===== src/tlfs_pkg.sv =====
// ----------------------------------------------------------------------------
// tlfs_pkg
// shared types and constants of the three-level feedback scheduler
// ----------------------------------------------------------------------------
package tlfs_pkg;

  typedef enum logic [1:0] {
    FUNC_ENQUEUE = 2'd0,
    FUNC_PICK    = 2'd1,
    FUNC_AGE     = 2'd2,
    FUNC_CHECK   = 2'd3
  } func_t;

  typedef enum logic [1:0] {
    ST_OK       = 2'd0,
    ST_BAD_PRIO = 2'd1,
    ST_FULL     = 2'd2,
    ST_NONE     = 2'd3
  } status_t;

  localparam logic [1:0] REG_THRESHOLD = 2'd0;
  localparam logic [1:0] REG_STEP      = 2'd1;
  localparam logic [1:0] REG_QUANTUM   = 2'd2;

  localparam logic [7:0] PRIO_MAX = 8'd149;
  localparam logic [7:0] PRIO_L1  = 8'd100;
  localparam logic [7:0] PRIO_L2  = 8'd50;
  localparam logic [7:0] BOUND_L2 = 8'd99;
  localparam logic [7:0] BOUND_L3 = 8'd49;

  typedef struct packed {
    logic [1:0]  func;
    logic [7:0]  task_id;
    logic [7:0]  task_priority;
    logic [15:0] remain_estimate;
    logic [31:0] now_ticks;
    logic [1:0]  running_level;
    logic [15:0] running_ticks;
  } in_item_t;

  typedef struct packed {
    logic [1:0] status;
    logic [7:0] picked_id;
    logic [1:0] picked_level;
    logic       preempt;
  } out_item_t;

  // one slot entry as held in the table memory
  typedef struct packed {
    logic [7:0]  task_id;
    logic [7:0]  priority_v;
    logic [15:0] remain;
    logic [1:0]  level;
    logic [15:0] waited;
    logic [31:0] wait_start;
    logic [15:0] order;
  } entry_t;

  // strict ranking of a ahead of b within a level
  function automatic logic ranks_ahead(input entry_t a, input entry_t b,
                                       input logic [15:0] ctr);
    logic [15:0] age_a;
    logic [15:0] age_b;
    age_a = ctr - a.order - 16'd1;
    age_b = ctr - b.order - 16'd1;
    if (a.level == 2'd1 && a.remain != b.remain) return a.remain < b.remain;
    if (a.level == 2'd2 && a.priority_v != b.priority_v)
      return a.priority_v > b.priority_v;
    return age_a > age_b;
  endfunction

endpackage


===== src/tlfs_table.sv =====
// ----------------------------------------------------------------------------
// tlfs_table
// slot table memory, one entry per slot, registered read
// ----------------------------------------------------------------------------
module tlfs_table #(
  parameter int SLOTS = 32,
  parameter int IW    = 5
) (
  input  logic              clk,
  input  logic [IW-1:0]     rd_addr,
  output tlfs_pkg::entry_t  rd_data,
  input  logic              wr_en,
  input  logic [IW-1:0]     wr_addr,
  input  tlfs_pkg::entry_t  wr_data
);
  import tlfs_pkg::*;

  entry_t mem [SLOTS];

  always_ff @(posedge clk) begin
    if (wr_en) begin
      mem[wr_addr] <= wr_data;
    end
    rd_data <= mem[rd_addr];
  end

endmodule


===== src/three_level_feedback_scheduler.sv =====
// ----------------------------------------------------------------------------
// three_level_feedback_scheduler
// three-level ready-queue scheduler over a slot table memory
// ----------------------------------------------------------------------------
// channel  direction  payload     handshake
// in       input      in_item_t   in_valid / in_ready
// out      output     out_item_t  out_valid / out_ready
// cfg      input      idx, data   cfg_we (no wait)
//
// one item at a time; a new input transfer waits until the last result is taken
// enqueue needs only the valid bits: the input transfer leads to S_SCAN, which writes the slot and registers the result
// pick and check sweep the table once, one memory read a cycle
// aging tick: one aging sweep, then one promotion sweep per promoted task plus one per level
// the slot valid bits live in flip-flops and reset clears them at once
// ----------------------------------------------------------------------------
module three_level_feedback_scheduler #(
  parameter int SLOTS = 32
) (
  input  logic                 clk,
  input  logic                 rst,
  input  logic                 in_valid,
  output logic                 in_ready,
  input  tlfs_pkg::in_item_t   in_data,
  output logic                 out_valid,
  input  logic                 out_ready,
  output tlfs_pkg::out_item_t  out_data,
  input  logic                 cfg_we,
  input  logic [1:0]           cfg_idx,
  input  logic [15:0]          cfg_data
);
  import tlfs_pkg::*;

  localparam int IW = (SLOTS > 1) ? $clog2(SLOTS) : 1;
  localparam int CW = $clog2(SLOTS + 1);

  typedef enum logic [2:0] {
    S_IDLE, S_SCAN, S_AGE, S_PROMO, S_APPLY, S_DONE
  } state_t;

  // configuration registers
  logic [15:0] aging_threshold;
  logic [7:0]  aging_step;
  logic [15:0] fifo_quantum;

  always_ff @(posedge clk) begin
    if (rst) begin
      aging_threshold <= 16'd1500;
      aging_step      <= 8'd10;
      fifo_quantum    <= 16'd100;
    end else if (cfg_we) begin
      unique case (cfg_idx)
        REG_THRESHOLD: aging_threshold <= cfg_data;
        REG_STEP:      aging_step      <= cfg_data[7:0];
        REG_QUANTUM:   fifo_quantum    <= cfg_data;
        default: ;
      endcase
    end
  end

  state_t      state;
  in_item_t    item;
  logic [SLOTS-1:0] valid_q;
  logic [SLOTS-1:0] mark2;  // level 2 slots due for promotion this tick
  logic [SLOTS-1:0] mark3;  // level 3 slots due for promotion this tick
  logic [15:0] order_counter;
  logic [CW-1:0] cnt;       // issue index of the sweep
  logic        rd_live;     // read data of the previous cycle belongs to sweep
  logic [IW-1:0] rd_idx;    // slot of the data now on rd_data
  logic [1:0]  promo_from;

  // per level best slot, found while sweeping
  logic [2:0]  found;
  logic [IW-1:0] best_idx [3];
  entry_t      best_e [3];

  entry_t      rd_data;
  logic        wr_en;
  logic [IW-1:0] wr_addr;
  entry_t      wr_data;
  logic [IW-1:0] rd_addr;

  assign rd_addr = cnt[IW-1:0];

  tlfs_table #(.SLOTS(SLOTS), .IW(IW)) u_table (
    .clk(clk), .rd_addr(rd_addr), .rd_data(rd_data),
    .wr_en(wr_en), .wr_addr(wr_addr), .wr_data(wr_data)
  );

  // aging update of the entry being read
  logic [31:0] elapsed;
  logic [16:0] w_sum;
  logic [15:0] w_sat;
  logic [8:0]  p_sum;
  entry_t      aged;
  always_comb begin
    elapsed = item.now_ticks - rd_data.wait_start;
    w_sum   = {1'b0, rd_data.waited} + {1'b0, elapsed[15:0]};
    // wait total saturates before the threshold test
    w_sat   = (elapsed > 32'h0000_FFFF || w_sum[16]) ? 16'hFFFF : w_sum[15:0];
    aged = rd_data;
    aged.wait_start = item.now_ticks;
    p_sum = {1'b0, rd_data.priority_v} + {1'b0, aging_step};
    if (w_sat >= aging_threshold) begin
      aged.waited = w_sat - aging_threshold;
      aged.priority_v = (p_sum > {1'b0, PRIO_MAX}) ? PRIO_MAX : p_sum[7:0];
    end else begin
      aged.waited = w_sat;
    end
  end

  // level used for ranking in the current sweep
  logic [1:0] cur_lvl;
  logic       consider;
  logic [1:0] li;
  logic       promo_mark;
  always_comb begin
    cur_lvl    = rd_data.level;
    li         = cur_lvl - 2'd1;
    promo_mark = (promo_from == 2'd2) ? mark2[rd_idx] : mark3[rd_idx];
    consider   = rd_live && valid_q[rd_idx] && cur_lvl != 2'd0;
    if (state == S_PROMO) consider = consider && promo_mark && cur_lvl == promo_from;
  end

  logic sweep_end;
  assign sweep_end = rd_live && (rd_idx == IW'(SLOTS - 1));

  // enqueue needs only the valid bits
  logic [IW-1:0] first_free;
  logic          any_free;
  always_comb begin
    first_free = '0;
    any_free   = 1'b0;
    for (int i = SLOTS - 1; i >= 0; i--) begin
      if (!valid_q[i]) begin
        first_free = IW'(i);
        any_free   = 1'b1;
      end
    end
  end

  // enqueue is done within the S_SCAN state, memory write included
  logic enq_cycle;
  logic enq_wr;
  assign enq_cycle = state == S_SCAN && item.func == FUNC_ENQUEUE;
  assign enq_wr    = enq_cycle && item.task_priority <= PRIO_MAX && any_free;

  always_comb begin
    wr_en   = 1'b0;
    wr_addr = rd_idx;
    wr_data = aged;
    if (state == S_AGE && rd_live && valid_q[rd_idx]) wr_en = 1'b1;
    if (state == S_APPLY) begin
      wr_en   = found[promo_from - 2'd1];
      wr_addr = best_idx[promo_from - 2'd1];
      wr_data = best_e[promo_from - 2'd1];
      wr_data.level = promo_from - 2'd1;
      wr_data.order = order_counter;
    end
    if (enq_cycle) begin
      wr_en   = enq_wr;
      wr_addr = first_free;
      wr_data.task_id    = item.task_id;
      wr_data.priority_v = item.task_priority;
      wr_data.remain     = item.remain_estimate;
      wr_data.level      = (item.task_priority >= PRIO_L1) ? 2'd1 :
                           (item.task_priority >= PRIO_L2) ? 2'd2 : 2'd3;
      wr_data.waited     = 16'd0;
      wr_data.wait_start = item.now_ticks;
      wr_data.order      = order_counter;
    end
  end

  assign in_ready = (state == S_IDLE) && !out_valid;

  logic [1:0] pick_lvl;
  always_comb begin
    pick_lvl = found[0] ? 2'd1 : found[1] ? 2'd2 : 2'd3;
  end

  logic preempt_calc;
  always_comb begin
    unique case (item.running_level)
      2'd1: preempt_calc = found[0] && item.remain_estimate > best_e[0].remain;
      2'd2: preempt_calc = found[0];
      default: preempt_calc = found[0] || found[1] ||
                              (found[2] && item.running_ticks >= fifo_quantum);
    endcase
  end

  // result of the item that ends in this cycle
  out_item_t res_next;
  logic      finish;
  always_comb begin
    res_next = '0;
    if (enq_cycle) begin
      if (item.task_priority > PRIO_MAX) res_next.status = ST_BAD_PRIO;
      else if (!any_free) res_next.status = ST_FULL;
    end else if (state == S_DONE && item.func == FUNC_PICK) begin
      if (found == 3'b000) res_next.status = ST_NONE;
      else begin
        res_next.picked_id    = best_e[pick_lvl - 2'd1].task_id;
        res_next.picked_level = pick_lvl;
      end
    end else if (state == S_DONE && item.func == FUNC_CHECK) begin
      res_next.preempt = preempt_calc;
    end
    finish = enq_cycle || (state == S_DONE && item.func != FUNC_AGE) ||
             (state == S_APPLY && !found[promo_from - 2'd1] && promo_from == 2'd3);
  end

  always_ff @(posedge clk) begin
    if (rst) begin
      state         <= S_IDLE;
      valid_q       <= '0;
      order_counter <= '0;
      out_valid     <= 1'b0;
      rd_live       <= 1'b0;
      cnt           <= '0;
    end else begin
      if (finish) begin
        out_valid <= 1'b1;
        out_data  <= res_next;
      end else if (out_ready) begin
        out_valid <= 1'b0;
      end
      unique case (state)
        S_IDLE: begin
          if (in_valid && in_ready) begin
            item    <= in_data;
            cnt     <= '0;
            rd_live <= 1'b0;
            found   <= '0;
            state   <= (in_data.func == FUNC_AGE) ? S_AGE : S_SCAN;
          end
        end
        S_SCAN, S_AGE, S_PROMO: begin
          if (enq_cycle) begin
            if (enq_wr) begin
              valid_q[first_free] <= 1'b1;
              order_counter       <= order_counter + 16'd1;
            end
            state <= S_IDLE;
          end else begin
            if ({1'b0, cnt} < (CW+1)'(SLOTS)) begin
              cnt <= cnt + CW'(1);
              rd_live <= 1'b1;
              rd_idx  <= cnt[IW-1:0];
            end else begin
              rd_live <= 1'b0;
            end
            // promotion candidates from the aged priorities
            if (state == S_AGE && rd_live) begin
              mark2[rd_idx] <= valid_q[rd_idx] && aged.level == 2'd2 &&
                               aged.priority_v > BOUND_L2;
              mark3[rd_idx] <= valid_q[rd_idx] && aged.level == 2'd3 &&
                               aged.priority_v > BOUND_L3;
            end
            if (consider && (!found[li] || ranks_ahead(rd_data, best_e[li],
                                                       order_counter))) begin
              found[li]    <= 1'b1;
              best_idx[li] <= rd_idx;
              best_e[li]   <= rd_data;
            end
            if (sweep_end) begin
              unique case (state)
                S_AGE: begin
                  promo_from <= 2'd2;
                  state      <= S_DONE;
                end
                S_PROMO: state <= S_APPLY;
                default: state <= S_DONE;
              endcase
            end
          end
        end
        S_APPLY: begin
          if (found[promo_from - 2'd1]) begin
            if (promo_from == 2'd2) mark2[best_idx[1]] <= 1'b0;
            else mark3[best_idx[2]] <= 1'b0;
            order_counter <= order_counter + 16'd1;
            cnt <= '0; rd_live <= 1'b0; found <= '0;
            state <= S_PROMO;
          end else if (promo_from == 2'd2) begin
            promo_from <= 2'd3;
            state      <= S_DONE;
          end else begin
            state <= S_IDLE;
          end
        end
        S_DONE: begin
          if (item.func == FUNC_AGE) begin
            // promotion pass from promo_from
            cnt <= '0; rd_live <= 1'b0; found <= '0;
            state <= S_PROMO;
          end else begin
            if (item.func == FUNC_PICK && found != 3'b000)
              valid_q[best_idx[pick_lvl - 2'd1]] <= 1'b0;
            state <= S_IDLE;
          end
        end
        default: state <= S_IDLE;
      endcase
    end
  end

`ifndef NO_ASSERTIONS
  a_out_hold: assert property (@(posedge clk) disable iff (rst)
    out_valid && !out_ready |=> out_valid && $stable(out_data))
    else $error("result changed while stalled");
  a_no_accept_busy: assert property (@(posedge clk) disable iff (rst)
    state != S_IDLE |-> !in_ready)
    else $error("input taken while busy");
  a_enq_slot_free: assert property (@(posedge clk) disable iff (rst)
    enq_wr |-> !valid_q[first_free])
    else $error("enqueue into occupied slot");
`endif

endmodule


===== config.mk =====
export PLATFORM = sky130hd
export DESIGN_NAME = three_level_feedback_scheduler
export DESIGN_NICKNAME = d
export VERILOG_FILES = /design/src/tlfs_pkg.sv /design/src/tlfs_table.sv /design/src/three_level_feedback_scheduler.sv
export SDC_FILE = /design/constraint.sdc
export NUM_CORES = 2
export LEC_CHECK = 0
export BUFFER_PORTS_ARGS = -buffer_cell sky130_fd_sc_hd__clkbuf_2
export CORE_MARGIN = 8
export CORE_UTILIZATION = 45
export CTS_CLUSTER_DIAMETER = 60
export DETAILED_ROUTE_END_ITERATION = 8
export GPL_TIMING_DRIVEN = 0
export PLACE_DENSITY = 0.64
export SYNTH_ARGS = -nofsm -noshare
export SYNTH_HDL_FRONTEND = slang
export SYNTH_SLANG_ARGS = --single-unit

===== constraint.sdc =====
create_clock -name clk -period 17.6 [get_ports clk]
set_input_delay 0.88 -clock clk [delete_from_list [all_inputs] [get_ports clk]]
set_output_delay 0.88 -clock clk [all_outputs]
set_load 0.05 [all_outputs]

==> reports/metrics.csv <==
metric,value,unit
status,"finished, violations left",
failed_checks,max-capacitance violations,
cp.arrival,11470,ps
cellLeakagePower,56.3,nW
rsz0062_at_grt,false,
whs,104,ps
post_cts_buffers,0,
reg2reg_slack,6800,ps
dieArea,355000,um^2
start_util,0.450,
synth_cell_types,93,
gr-total-overflow,0,
finalWirelength,453,mm
cts_tree,yes,
post-route-util,0.530,
ys_seq_elements,3758,
setup.worst_path.start_class,register,
postSynthAreaPerCell,19.8,um^2
die_x,596,um
antenna_found_initial,20,
yosysWarnings,0,
fin_crit_sh,0.614,
port_buffers,121,
reg2reg_from,u_table.rd_data[18],
root_buffer,clkbuf_16,
viasPerCell,6.22,
finalHoldViolations,0,
required,18260,ps
hold_path.startpoint,in_data[12],
placed_cells,12700,
critPathCaptureType,register,
r2r_cells,30,
area.growth.synth_to_final,17.8,%
track_usage,0.250,
setup_viol,0,
hold_path.class,input port to register,
finalNonFillerCells,13400,
netlist_area,151000,um^2
clock_tree.buffer_depth,4,
fin_nets,8922,
vdd_drop_max,0.0964,mV
clkTransAtPathRegs,60,ps
coreArea,336000,um^2
dpl.hpwl,319,mm
max-slew-margin-rel,0.00634,
synth_ff_type,edfxtp_1,
dr.pass1.iters,6,
final_max_slew_viol_count,0,
slowest_delay,1030,ps
tightest_slew,1490,ps
cts-resized-gates,0,
synth_edf_count,3561,
syn_nets,7938,
htreeDepth,5,
insertion_delay,970,ps
seq_area_frac_synth,0.734,
worstHoldPathCells,1,
routed_wire_length_per_instance,33.9,um
row_count,213,
path_max_fanout,10,
cts_hold_buf,0,
totalPowerFinal,25.3,mW
die_y,596,um
async_reset_ff_frac,0,
drc_errors,0,
r2r_end,mark2[25],
num_vias,83300,
maxCapViolCount,1,
drive_gt1_frac,0.283,
io_pins,122,
hold-path-endpoint,item[12],
gp_congestion,0.936,
syn_inst,7642,
grt_pass1_wl,633,mm
grt_max_degree,52,
path_class,register to register,
p_per_area,142,nW/um^2
clock-sinks,3758,
cts_made_buffers,377,
timing.fmax,0.0926,GHz
fin_worst_skew,67.7,ps
ant_nets,0,
crit_slowest_cell,a311oi_2,
grt_pass1_vias,82500,
period_needed,10800,ps
drtIter0Drc,11600,
[layout make-up]
class                      instances  area (um^2)
fill                           25500       158000
sequential                      3758       111000
multi-input combinational       3338        38900
clock buffer                     471        10200
timing repair buffer             605         7690
tap                             4407         5510
clock inverter                   236         2620
buffer                           382         1510
inverter                         164          616
antenna                           21         52.6
[cell families (layout without fill, tap and decap cells)]
kind of cell,Yosys count,count (layout),synth area share
and+or+nand+nor,892,892,0.0274
muxes,1257,1257,0.167
other,0,21,0
DFF,3758,3758,0.734
buffers and inverters,546,1858,0.0138
xor gates and xnor gates,84,84,0.00487
AOI/OAI and AO/OA,916,916,0.0371
adders and majority gates,189,189,0.0159
[Yosys cell counts, types with 38 or more instances]
cell,n,area share
a21oi_1,252,0.0083
nand3_1,54,0.0018
o211ai_1,88,0.0044
clkbuf_1,289,0.0072
nand2_1,347,0.0086
xnor2_1,51,0.0030
o21ai_1,38,0.0013
mux2_2,109,0.0081
dfxtp_1,197,0.026
ha_1,183,0.015
inv_1,163,0.0040
buf_1,80,0.0020
mux4_2,1004,0.15
edfxtp_1,3561,0.71
nor3_1,56,0.0019
mux2i_1,144,0.0095
nor2_1,217,0.0054
o21ai_0,272,0.0090
[per-layer routing]
layer / vias to the layer above / global-route usage / routed length, um
met3: 851 / 0.0503 / 45800
li1: 33600 / - / -
met2: 4829 / 0.394 / 211000
met4: 2 / 0.0988 / 20300
met5: - / 0 / 13
met1: 44000 / 0.344 / 176000
[flip-flops by register name, indices dropped and copies added (netlist names), 3 cells and up]
| name | flops |
|---|---|
| u_table.rd_data | 98 |
| u_table.mem | 3136 |
| aging_threshold | 16 |
| item | 52 |
| best_e | 240 |
| best_idx | 15 |
| valid_q | 32 |
| mark2 | 32 |
| mark3 | 32 |
| state | 3 |
| aged | 32 |
| cnt | 6 |
| rd_idx | 5 |
| out_data | 13 |
| aging_step | 8 |
| order_counter | 16 |
| found | 3 |
| fifo_quantum | 16 |
[worst max-delay path by stage]
stage                                   start                  end  slack, ps
after floorplan           u_table.rd_data[64]         best_e[1][0]       5110
after global placement               state[1]  u_table.mem[12][35]      -6970
after detailed placement             aged[16]             mark2[6]       7310
after CTS                            aged[16]            mark2[25]       7270
after global routing                 aged[16]            mark2[28]       6510
final                     u_table.rd_data[18]            mark2[25]       6800
[through the flow]
| stage | TNS (ps) | worst slack, ps | cell area, um^2 |
|---|---|---|---|
| 3_5_place_dp | 0 | 7310 | 165000 |
| 5_1_grt | 0 | 6510 | 178000 |
| 2_1_floorplan | 0 | 5110 | 151000 |
| 3_3_place_gp | -9269960 | -6970 | 157000 |
| 4_1_cts | 0 | 7270 | 178000 |
| 6_report | 0 | 6800 | 178000 |
[worst max-delay path: cells and delay by family, from the launching register on]
kind | cells | cell delay (ps)
buffers and inverters | 4 | 960
XOR/XNOR | 1 | 190
AO/OA/AOI/OAI | 14 | 4990
flip-flops | 1 | 370
AND/OR/NAND/NOR | 8 | 2990
adder cells (fa/ha/maj) | 3 | 970
[layout by cell type (no fill, tap or decap), drive strengths merged, types with 197 or more instances in the layout]
| cell type | instances |
|---|---|
| buf | 576 |
| mux4 | 1004 |
| edfxtp | 3561 |
| dfxtp | 197 |
| nor2 | 217 |
| a21oi | 254 |
| clkbuf | 882 |
| o21ai | 311 |
| nand2 | 353 |
[power breakdown]
| group | internal, mW | switching, mW |
|---|---|---|
| clock network | 4.84 | 3.48 |
| logic | 2.24 | 3.64 |
| registers | 10.9 | 0.176 |
Note: power is estimated with default switching activity, not from simulation.
